## config.mk

```make
export PLATFORM = sky130hd
export DESIGN_NAME = edit_distance_engine
export DESIGN_NICKNAME = d
export VERILOG_FILES = /design/src/rtl/core/edd_pkg.sv /design/src/rtl/core/edit_distance_engine.sv /design/src/rtl/core/edd_ctrl.sv /design/src/rtl/core/edd_datapath.sv
export SDC_FILE = /design/constraint.sdc
export NUM_CORES = 1
export LEC_CHECK = 0
export BUFFER_PORTS_ARGS = -buffer_cell sky130_fd_sc_hd__buf_2
export CAP_MARGIN = 20
export CORE_ASPECT_RATIO = 2
export CORE_UTILIZATION = 40
export CTS_BUF_LIST = sky130_fd_sc_hd__clkbuf_4 sky130_fd_sc_hd__clkbuf_8
export DETAILED_ROUTE_END_ITERATION = 6
export GPL_ROUTABILITY_DRIVEN = 0
export GPL_TIMING_DRIVEN = 0
export HOLD_SLACK_MARGIN = 0.05
export PLACE_DENSITY = 0.66
export SKIP_LAST_GASP = 1
export SLEW_MARGIN = 20
export SYNTH_ARGS = -nofsm -noshare
export SYNTH_HDL_FRONTEND = slang
export SYNTH_HIERARCHICAL = 1
export SYNTH_SLANG_ARGS = --single-unit
```

## constraint.sdc

```tcl
create_clock -name clk -period 17.7 [get_ports clk]
set_input_delay 2.655 -clock clk [delete_from_list [all_inputs] [get_ports clk]]
set_output_delay 2.655 -clock clk [all_outputs]
set_load 0.01 [all_outputs]
```

## src/rtl/core/edd_pkg.sv

```systemverilog
package edd_pkg;

    localparam int EDD_MAX_WORD_LEN = 32;

    localparam int DIST_W = 6;

    typedef enum logic [1:0]
    {
        MODE_CLEAR  = 2'd0,
        MODE_APPEND = 2'd1,
        MODE_START  = 2'd2,
        MODE_CAND   = 2'd3
    } edd_mode_t;

    // controller -> datapath
    typedef struct packed
    {
        logic clear;
        logic append;
        logic start;
        logic cand_ok;
        logic cand_drop;
        logic init_step;
        logic prime;
        logic upd_step;
        logic rd_en;
        logic fetch;
        logic load_out;
    } edd_cmd_t;

    // datapath -> controller
    typedef struct packed
    {
        logic ref_empty;
        logic cand_full;
        logic y_at_len;
        logic out_free;
    } edd_status_t;

endpackage

```

## src/rtl/core/edit_distance_engine.sv

```systemverilog
// Levenshtein edit distance between a stored reference word and a streamed
// candidate. tuser carries the mode: clear reference, append a reference
// character, start a comparison, or apply a candidate character; the two
// latter produce one output transfer with the distance over the whole
// reference and the candidate so far, plus a sticky flag for reference or
// candidate characters dropped past the word limit. The single DP column
// sits in a one-write, one-read memory that start and an accepted candidate
// character sweep one entry per cycle. A finished result waits in an output
// register, so the next item is accepted while it is pending; a result that
// finds that register still occupied holds the input off until the
// downstream side takes the older one.
module edit_distance_engine
#(
    parameter int MAX_WORD_LEN = edd_pkg::EDD_MAX_WORD_LEN
)
(
    input  logic       clk,
    input  logic       rst_n,
    input  logic       s_axis_tvalid,
    output logic       s_axis_tready,
    input  logic [7:0] s_axis_tdata,  // [7:0] ch
    input  logic [1:0] s_axis_tuser,  // [1:0] mode
    output logic       m_axis_tvalid,
    input  logic       m_axis_tready,
    output logic [7:0] m_axis_tdata   // [5:0] distance, [6] overflow, [7] zero
);
    import edd_pkg::*;

    edd_cmd_t    cmd;
    edd_status_t status;

    logic [DIST_W-1:0] distance;
    logic              overflow;

    edd_ctrl u_ctrl
    (
        .clk      (clk),
        .rst_n    (rst_n),
        .in_valid (s_axis_tvalid),
        .in_mode  (s_axis_tuser),
        .in_ready (s_axis_tready),
        .status   (status),
        .cmd      (cmd)
    );

    edd_datapath
    #(
        .MAX_WORD_LEN (MAX_WORD_LEN)
    )
    u_datapath
    (
        .clk          (clk),
        .rst_n        (rst_n),
        .in_ch        (s_axis_tdata),
        .cmd          (cmd),
        .status       (status),
        .out_valid    (m_axis_tvalid),
        .out_ready    (m_axis_tready),
        .out_distance (distance),
        .out_overflow (overflow)
    );

    assign m_axis_tdata = {1'b0, overflow, distance};

endmodule

```

## src/rtl/core/edd_ctrl.sv

```systemverilog
module edd_ctrl
(
    input  logic                clk,
    input  logic                rst_n,
    input  logic                in_valid,
    input  logic [1:0]          in_mode,
    output logic                in_ready,
    input  edd_pkg::edd_status_t status,
    output edd_pkg::edd_cmd_t    cmd
);
    import edd_pkg::*;

    typedef enum logic [5:0]
    {
        ST_IDLE   = 6'b000001,
        ST_INIT   = 6'b000010,
        ST_PRIME  = 6'b000100,
        ST_UPD    = 6'b001000,
        ST_FETCH  = 6'b010000,
        ST_RESULT = 6'b100000
    } state_t;

    state_t state_reg;
    state_t state_next;

    assign in_ready = (state_reg == ST_IDLE);

    always_comb
    begin
        state_next = state_reg;
        cmd        = '0;
        case (state_reg)
            ST_IDLE:
            begin
                if (in_valid)
                begin
                    case (edd_mode_t'(in_mode))
                        MODE_CLEAR:
                            cmd.clear = 1'b1;
                        MODE_APPEND:
                            cmd.append = 1'b1;
                        MODE_START:
                        begin
                            cmd.start  = 1'b1;
                            state_next = ST_INIT;
                        end
                        MODE_CAND:
                        begin
                            if (status.cand_full)
                            begin
                                cmd.cand_drop = 1'b1;
                                state_next    = ST_FETCH;
                            end
                            else
                            begin
                                cmd.cand_ok = 1'b1;
                                state_next  = ST_PRIME;
                            end
                        end
                        default:
                            cmd.clear = 1'b1;
                    endcase
                end
            end
            ST_INIT:
            begin
                cmd.init_step = 1'b1;
                if (status.y_at_len)
                    state_next = ST_FETCH;
            end
            ST_PRIME:
            begin
                cmd.prime = 1'b1;
                if (status.ref_empty)
                    state_next = ST_FETCH;
                else
                begin
                    cmd.rd_en  = 1'b1;
                    state_next = ST_UPD;
                end
            end
            ST_UPD:
            begin
                cmd.upd_step = 1'b1;
                if (status.y_at_len)
                    state_next = ST_FETCH;
                else
                    cmd.rd_en = 1'b1;
            end
            ST_FETCH:
            begin
                cmd.rd_en  = 1'b1;
                cmd.fetch  = 1'b1;
                state_next = ST_RESULT;
            end
            ST_RESULT:
            begin
                if (status.out_free)
                begin
                    cmd.load_out = 1'b1;
                    state_next   = ST_IDLE;
                end
            end
            default:
                state_next = ST_IDLE;
        endcase
    end

    always_ff @(posedge clk or negedge rst_n)
    begin
        if (!rst_n)
            state_reg <= ST_IDLE;
        else
            state_reg <= state_next;
    end

endmodule

```

## src/rtl/core/edd_datapath.sv

```systemverilog
module edd_datapath
#(
    parameter int MAX_WORD_LEN = edd_pkg::EDD_MAX_WORD_LEN
)
(
    input  logic                    clk,
    input  logic                    rst_n,
    input  logic [7:0]              in_ch,
    input  edd_pkg::edd_cmd_t       cmd,
    output edd_pkg::edd_status_t    status,
    output logic                    out_valid,
    input  logic                    out_ready,
    output logic [edd_pkg::DIST_W-1:0] out_distance,
    output logic                    out_overflow
);
    import edd_pkg::*;

    localparam int CW    = $clog2(MAX_WORD_LEN + 1);
    localparam int AW    = (MAX_WORD_LEN > 1) ? $clog2(MAX_WORD_LEN) : 1;
    localparam int LW    = $clog2(2 * MAX_WORD_LEN + 1);
    localparam int DEPTH = MAX_WORD_LEN + 1;
    localparam logic [CW-1:0] MAX_L = CW'(MAX_WORD_LEN);

    logic [7:0]    ref_mem [MAX_WORD_LEN];
    logic [LW-1:0] col_mem [DEPTH];
    logic [DEPTH-1:0] col_vld_reg;

    logic [CW-1:0] ref_len_reg;
    logic [CW-1:0] cand_len_reg;
    logic          ovf_reg;
    logic [CW-1:0] y_reg;
    logic [LW-1:0] diag_reg;
    logic [LW-1:0] prev_reg;
    logic [7:0]    ch_reg;

    logic [LW-1:0] rd_col_reg;
    logic          rd_vld_reg;
    logic [7:0]    rd_ch_reg;

    logic                out_valid_reg;
    logic [DIST_W-1:0]   out_dist_reg;
    logic                out_ovf_reg;

    logic          ref_full;
    logic [LW-1:0] above;
    logic [LW:0]   opt_del;
    logic [LW:0]   opt_ins;
    logic [LW:0]   opt_sub;
    logic [LW:0]   opt_min;
    logic [LW-1:0] new_val;
    logic [CW-1:0] y_inc;
    logic [CW-1:0] rd_addr;
    logic          col_we;
    logic [CW-1:0] col_wa;
    logic [LW-1:0] col_wd;
    logic [LW+DIST_W-1:0] dist_ext;

    assign ref_full = (ref_len_reg == MAX_L);
    assign y_inc    = y_reg + 1'b1;

    assign status.ref_empty = (ref_len_reg == '0);
    assign status.cand_full = (cand_len_reg == MAX_L);
    assign status.y_at_len  = (y_reg == ref_len_reg);
    assign status.out_free  = !out_valid_reg || out_ready;

    // entries never written read as zero
    assign above   = rd_vld_reg ? rd_col_reg : '0;
    assign opt_del = {1'b0, above} + 1'b1;
    assign opt_ins = {1'b0, prev_reg} + 1'b1;
    assign opt_sub = {1'b0, diag_reg} + {{LW{1'b0}}, (rd_ch_reg != ch_reg)};

    always_comb
    begin
        opt_min = (opt_del < opt_ins) ? opt_del : opt_ins;
        if (opt_sub < opt_min)
            opt_min = opt_sub;
    end

    // bounded by twice the word limit, so the top bit is never set here
    assign new_val = opt_min[LW-1:0];

    assign rd_addr = cmd.fetch ? ref_len_reg : y_inc;

    always_comb
    begin
        col_we = 1'b0;
        col_wa = '0;
        col_wd = '0;
        if (cmd.clear)
        begin
            col_we = 1'b1;
        end
        else if (cmd.init_step)
        begin
            col_we = 1'b1;
            col_wa = y_reg;
            col_wd = LW'(y_reg);
        end
        else if (cmd.prime)
        begin
            col_we = 1'b1;
            col_wd = LW'(cand_len_reg);
        end
        else if (cmd.upd_step)
        begin
            col_we = 1'b1;
            col_wa = y_reg;
            col_wd = new_val;
        end
    end

    always_ff @(posedge clk)
    begin
        if (col_we)
            col_mem[col_wa] <= col_wd;
        if (cmd.rd_en)
            rd_col_reg <= col_mem[rd_addr];
    end

    always_ff @(posedge clk)
    begin
        if (cmd.append && !ref_full)
            ref_mem[ref_len_reg[AW-1:0]] <= in_ch;
        if (cmd.rd_en)
            rd_ch_reg <= ref_mem[y_reg[AW-1:0]];
    end

    always_ff @(posedge clk or negedge rst_n)
    begin
        if (!rst_n)
        begin
            col_vld_reg <= '0;
            rd_vld_reg  <= 1'b0;
        end
        else
        begin
            if (col_we)
                col_vld_reg[col_wa] <= 1'b1;
            if (cmd.rd_en)
                rd_vld_reg <= col_vld_reg[rd_addr];
        end
    end

    always_ff @(posedge clk or negedge rst_n)
    begin
        if (!rst_n)
        begin
            ref_len_reg   <= '0;
            cand_len_reg  <= '0;
            ovf_reg       <= 1'b0;
            y_reg         <= '0;
            out_valid_reg <= 1'b0;
        end
        else
        begin
            if (cmd.clear)
            begin
                ref_len_reg  <= '0;
                cand_len_reg <= '0;
                ovf_reg      <= 1'b0;
            end
            if (cmd.append)
            begin
                if (ref_full)
                    ovf_reg <= 1'b1;
                else
                    ref_len_reg <= ref_len_reg + 1'b1;
            end
            if (cmd.start)
            begin
                cand_len_reg <= '0;
                y_reg        <= '0;
            end
            if (cmd.cand_ok)
            begin
                cand_len_reg <= cand_len_reg + 1'b1;
                y_reg        <= '0;
            end
            if (cmd.cand_drop)
                ovf_reg <= 1'b1;
            if (cmd.init_step || cmd.prime || cmd.upd_step)
                y_reg <= y_inc;
            if (cmd.load_out)
                out_valid_reg <= 1'b1;
            else if (out_ready)
                out_valid_reg <= 1'b0;
        end
    end

    always_ff @(posedge clk)
    begin
        if (cmd.cand_ok)
            ch_reg <= in_ch;
        if (cmd.prime)
        begin
            diag_reg <= LW'(cand_len_reg - 1'b1);
            prev_reg <= LW'(cand_len_reg);
        end
        if (cmd.upd_step)
        begin
            diag_reg <= above;
            prev_reg <= new_val;
        end
        if (cmd.load_out)
        begin
            out_dist_reg <= dist_ext[DIST_W-1:0];
            out_ovf_reg  <= ovf_reg;
        end
    end

    assign dist_ext = {{DIST_W{1'b0}}, above};

    assign out_valid    = out_valid_reg;
    assign out_distance = out_dist_reg;
    assign out_overflow = out_ovf_reg;

endmodule

```

== Yosys cells after proc, flatten, opt, wreduce, memory -nomap -nowiden ==
Memories as Yosys holds them, arrays and structs flattened. A register that Yosys moved wholly into a read port is not among the register bits.
Cells that the tools add are included.
Storage, ports and cells
  flip-flop bits (word level): 89
  bits in writable memories: 487
  bits of input ports: 14
  output and inout bits: 10
  memories: 2
Memory list
  u_datapath.ref_mem: words 32, bits a word 8, read ports 1, clocked after memory_dff 1, wr ports 1, RTL line edd_datapath.sv:24  | logic [7:0] ref_mem [MAX_WORD_LEN];
  u_datapath.col_mem: words 33, bits a word 7, read ports 1, clocked after memory_dff 1, wr ports 1, RTL line edd_datapath.sv:25  | logic [LW-1:0] col_mem [DEPTH];
Operators by class
  add/subtract/negate cells: 7
  order comparisons: 5
  equality and inequality tests: 17
  mux-type cells: 67
  bitwise operators: 1
  reduce and logical (&&, ||, !) cells: 15
Operator list (count)
  two-way mux 6 bit: 17
  two-way mux 7 bit: 10
  bitwise OR 33 bit: 1
  one-hot mux 6 bit (5 select lines): 1
  two-way mux 1 bit: 29
  two-way mux 5 bit: 4
  adder 6 x 1 -> 6 bit (second input constant): 3
  equality test 6 bit (second input constant): 3
  adder 7 x 1 -> 8 bit (second input constant): 2
  less-than comparator 8 bit: 2
  less-than comparator 6 x 7 -> 1 bit (second input constant): 2
  one-hot mux 6 bit (2 select lines): 1
  adder 7 x 1 -> 8 bit: 1
  two-way mux 8 bit: 1
  != test 8 bit: 1
  subtractor 6 x 1 -> 7 bit (second input constant): 1
  binary-select mux 1 bit (select 6 bit): 1
  demux 1 bit (select 6 bit): 1
  equality test 6 x 1 -> 1 bit (second input constant): 1
  equality test 6 x 2 -> 1 bit (second input constant): 1
  equality test 6 x 3 -> 1 bit (second input constant): 1
  equality test 6 x 4 -> 1 bit (second input constant): 1
  equality test 6 x 5 -> 1 bit (second input constant): 1
  equality test 6 bit: 1
  17 further kinds: 25

== Longest topological paths before layout ==
  depth after elaboration: 11
  gate-level depth with buffers: 22
  mapped depth without buffers: 22

== Cells and area by module ==
Netlist, hierarchy kept.
Modules (own cells, without submodules)
  edd_datapath: times used 1, cells each 1460, area an instance 24501.0 µm²
  edd_ctrl: times used 1, cells each 60, area an instance 500.5 µm²
  edit_distance_engine: times used 1, cells each 3, area an instance 18.8 µm²

== Worst setup path before layout ==
OpenSTA, ideal clock, no wires.
  path kind: reg-to-reg
  from: register u_datapath.rd_vld_reg
  to: memory u_datapath/col_mem[0][1] (netlist bit), data pin
  arrival time: 5.549 ns
  required time: 17.219 ns
  setup slack: 11.669 ns
  stages on the path, launching flop included: 20
  path buffers: 1
  cell sequence: dfrtp_1 -> clkbuf_1 -> and2_1 -> ha_1 -> nand2_1 -> nor2_1 -> xnor2_1 -> nand2_1 -> inv_1 -> ha_1 -> and4_1 -> a21oi_2 -> mux2_2 -> ha_1 -> a21o_1 -> a21o_1 -> a221oi_1 -> nand2_1 -> and2_1 -> o32ai_1
On the way
  cells in the longest elaborated chain, start to end: 10
RTL lines
  from (decl): RTL line edd_datapath.sv:37  | logic rd_vld_reg;
  from (signal assigned): RTL line edd_datapath.sv:140  | rd_vld_reg <= col_vld_reg[rd_addr];
  two-way mux 7 bit (*): RTL line edd_datapath.sv:67  | assign above = rd_vld_reg ? rd_col_reg : '0;
  via u_datapath.above[1]: RTL line edd_datapath.sv:45  | logic [LW-1:0] above;
  adder 7 x 1 -> 8 bit (*): RTL line edd_datapath.sv:68  | assign opt_del = {1'b0, above} + 1'b1;
  less-than comparator 8 bit: RTL line edd_datapath.sv:74  | opt_min = (opt_del < opt_ins) ? opt_del : opt_ins;
  two-way mux 8 bit (*): RTL line edd_datapath.sv:74
  less-than comparator 8 bit: RTL line edd_datapath.sv:75  | if (opt_sub < opt_min)
  two-way mux 7 bit (*): RTL line edd_datapath.sv:75
  two-way mux 7 bit (*): RTL line edd_datapath.sv:104  | else if (cmd.upd_step)
  two-way mux 7 bit (*): RTL line edd_datapath.sv:99  | else if (cmd.prime)
  two-way mux 7 bit (*): RTL line edd_datapath.sv:93  | else if (cmd.init_step)
  two-way mux 7 bit (*): RTL line edd_datapath.sv:89  | if (cmd.clear)
  via u_datapath.col_wd[1]: RTL line edd_datapath.sv:55  | logic [LW-1:0] col_wd;
  to (decl): RTL line edd_datapath.sv:25
The timed path passes the listed nets; every way through them passes the cells marked *.

== Worst setup path in the final report ==
  from: register u_datapath.rd_vld_reg
  to: memory u_datapath/col_mem[4][3] (netlist bit), data pin
The elaborated chain is that of the path after synthesis.

==> flow_summary_export.csv <==
group,metric,value,unit
placement,pre_cts_ws,11.15,ns
synthesis,yosys_warnings,6,
final_layout,largest_reg_flops,256,
power_and_ir_drop,vdd_ir_drop_max,50.9,uV
synthesis,synth_top_area_share,63.7,%
synthesis,syn_inst,1523,
clock_network,root_buffer,"clkbuf_8",
power_and_ir_drop,cellLeakagePower,0.00973,uW
sta,fin_skew,0.0377,ns
global_route,grt_pass1_wl,91600,um
sta,worst_slew_pin_slew,1.13,ns
clock_network,clock_path_buffers,3,
synthesis,seq_area_frac_synth,69.7,%
clock_network,cts_resized,0,
final_layout,fillers,5316,
global_route,track_usage,20.1,%
clock_network,h-tree-depth,3,
route,vias,13900,
global_route,antenna_found_initial,3,
sta,rsz0062_at_grt,"no",
run,maxCapViolations,0,
floorplan,row_count,129,
critical_path,cp_max_fo,19,
power_and_ir_drop,power_density,129,nW/um2
critical_path,worst-setup-path-type,"reg2reg",
sta,fmax,159,MHz
min_path,hp-class,"reg2reg",
final_layout,layout_common_cells,"531 x edfxtp_1, 122 x nand2_1, 120 x mux4_2, 103 x nor2_1, 88 x clkbuf_8",
route,post_drt_wl_per_cell,24.9,um
clock_network,numCtsBuffers,78,
clock_network,clkSinkCount,591,
floorplan,die_h,356,um
final_layout,syn2layout_area_growth,12.3,%
sta,maxSlewHeadroom,24.1,%
synthesis,ys_ff_latch,591,
route,drc_errors,0,
final_layout,nets,1676,
final_layout,fin_util,45.4,%
sta,setup_tns,0,ns
synthesis,syn_area_per_cell,16.4,um2
route,vias_per_cell,5.59,
synthesis,ys_types,74,
final_layout,layout_commonest_cell,"edfxtp_1",
synthesis,synth-edff-count,531,
final_layout,drive_gt1_share,24.2,%
critical_path,reg2reg_slack,11.41,ns
critical_path,arrival,6.76,ns
sta,setup_slack,11.41,ns
sta,hold_violations,0,
clock_network,hold_buffers,0,
power_and_ir_drop,p_total,3620,uW
global_route,grt_max_degree,54,
sta,setup_viol,0,
floorplan,coreArea,61800,um2
route,drt-total-wl,61800,um
global_route,grt_pass1_vias,14700,
route,drtPass1Iterations,7,
synthesis,synthArstFlopShare,10.2,%
synthesis,synth-main-ff-cell,"edfxtp_1",
floorplan,die-area,63600,um2
floorplan,num_io_pins,24,
placement,port_buffers,22,
synthesis,netlist_area,25000,um2
clock_network,cts_tree,"done",
global_route,grt-ovfl-total,0,
final_layout,final_cells,2484,
synthesis,yosys.area.top_type,"edfxtp_1",
critical_path,critPathLaunchType,"flop",
placement,hpwl,45800,um
sta,final_max_slew_viol_count,0,
synthesis,synth_nets,1563,
clock_network,clk_pin_slew,0.07,ns
sta,min_period,6.29,ns
clock_network,clock_latency,0.66,ns
route,first_iter_violations,987,
run_status,status,"complete, no violations",
critical_path,worst_setup_path_end_kind,"flop",
clock_network,postCtsSetupBuffers,0,
critical_path,cp.required,18.17,ns
floorplan,start_util,40.5,%
route,ant_nets,0,
synthesis,synth_area_leaders,"edfxtp_1 64%, mux4_2 11%, dfrtp_1 5.9%",
floorplan,dieWidth,179,um
placement,place_inst,2341,
sta,finalCritPeriodShare,35.6,%
## power breakdown
group	leakage (uW)	internal, uW	total [uW]	switching [uW]
clock	0.000881	593	1090	494
combinational	0.00281	379	956	577
sequential	0.00604	1550	1580	24.0
total	0.00973	2530	3620	1090
## logic make-up after synthesis
family	count (synthesis)	synth area share [%]
other cells	1	0.0150
simple gates	430	8.27
flops	591	69.7
mux	150	12.3
xor+xnor	40	1.40
fa+ha+maj	26	1.30
buf+inv	108	1.93
compound gates	177	5.04
## stage by stage
stage / area, um2 / hold WS, ns
6_report: 28100 / 0.459
3_5_place_dp: 26400 / 0.446
2_1_floorplan: 25000 / 0.425
5_1_grt: 28100 / 0.473
4_1_cts: 28100 / 0.461
3_3_place_gp: 26100 / 0.443
## cell type report
cell class	instances	area, um2	share of cell area [%]
diodes	2	5.00	0.0178
plain buffers	78	369	1.31
clock buffers	110	1380	4.90
clock inverters	30	313	1.11
inverters	30	113	0.401
multi-input cells	824	7230	25.7
flip-flops and latches	591	17400	62.1
well taps	786	983	3.50
repair buffers	33	254	0.904
## worst max-delay path, stage by stage (launching register included)
cell and delay, ns:
dfrtp_1 0.38, clkbuf_1 0.47, and2_1 0.31, ha_1 0.24, nand3_1 0.12, xnor2_1 0.23
inv_1 0.07, ha_1 0.29, and4_1 0.24, a21oi_2 0.41, mux2_2 0.41, ha_1 0.30
a21o_1 0.18, a21o_1 0.18, a221oi_1 0.55, nand2_1 0.27, mux2_2 0.40, a211oi_4 0.72
buf_6 0.29
## synthesized netlist by cell type (6+ instances only)
cell type,n
a211oi_1,32
a21o_1,7
a21oi_1,30
a311oi_1,20
and2_1,14
and3_1,10
buf_2,25
buf_4,8
clkbuf_1,39
dfrtp_1,59
edfxtp_1,531
ha_1,26
inv_1,30
mux2_2,16
mux2i_1,9
mux4_2,120
nand2_1,122
nand2b_1,10
nand3_1,46
nand4_1,6
nor2_1,104
nor2b_1,22
nor3_1,33
nor4_1,9
o2111a_1,7
o21a_1,6
o21ai_0,32
o31ai_1,8
or2_2,38
xnor2_1,15
xor2_1,25
## layer usage
layer	global-route usage [%]	vias up	wire [um]
met5	0	-	14
met4	13.4	2	3960
met3	2.90	148	2350
met2	39.5	420	36000
met1	18.4	7127	19400
li1	-	6190	-
## path summary, 6_finish.rpt
path | start | to | depth (start not counted)
setup / recovery | u_datapath/rd_vld_reg | u_datapath/col_mem[4][3] | 18
hold / removal | u_datapath/col_vld_reg[14] | u_datapath/col_vld_reg[14] | 1
setup reg to reg | u_datapath/rd_vld_reg | u_datapath/col_mem[4][3] | 18
hold reg to reg | u_datapath/col_vld_reg[14] | u_datapath/col_vld_reg[14] | 1
max in group asynchronous | rst_n | u_ctrl/state_reg[0] | 2
min in group asynchronous | rst_n | u_datapath/col_vld_reg[13] | 1
Power figures use the tool's default switching activity.
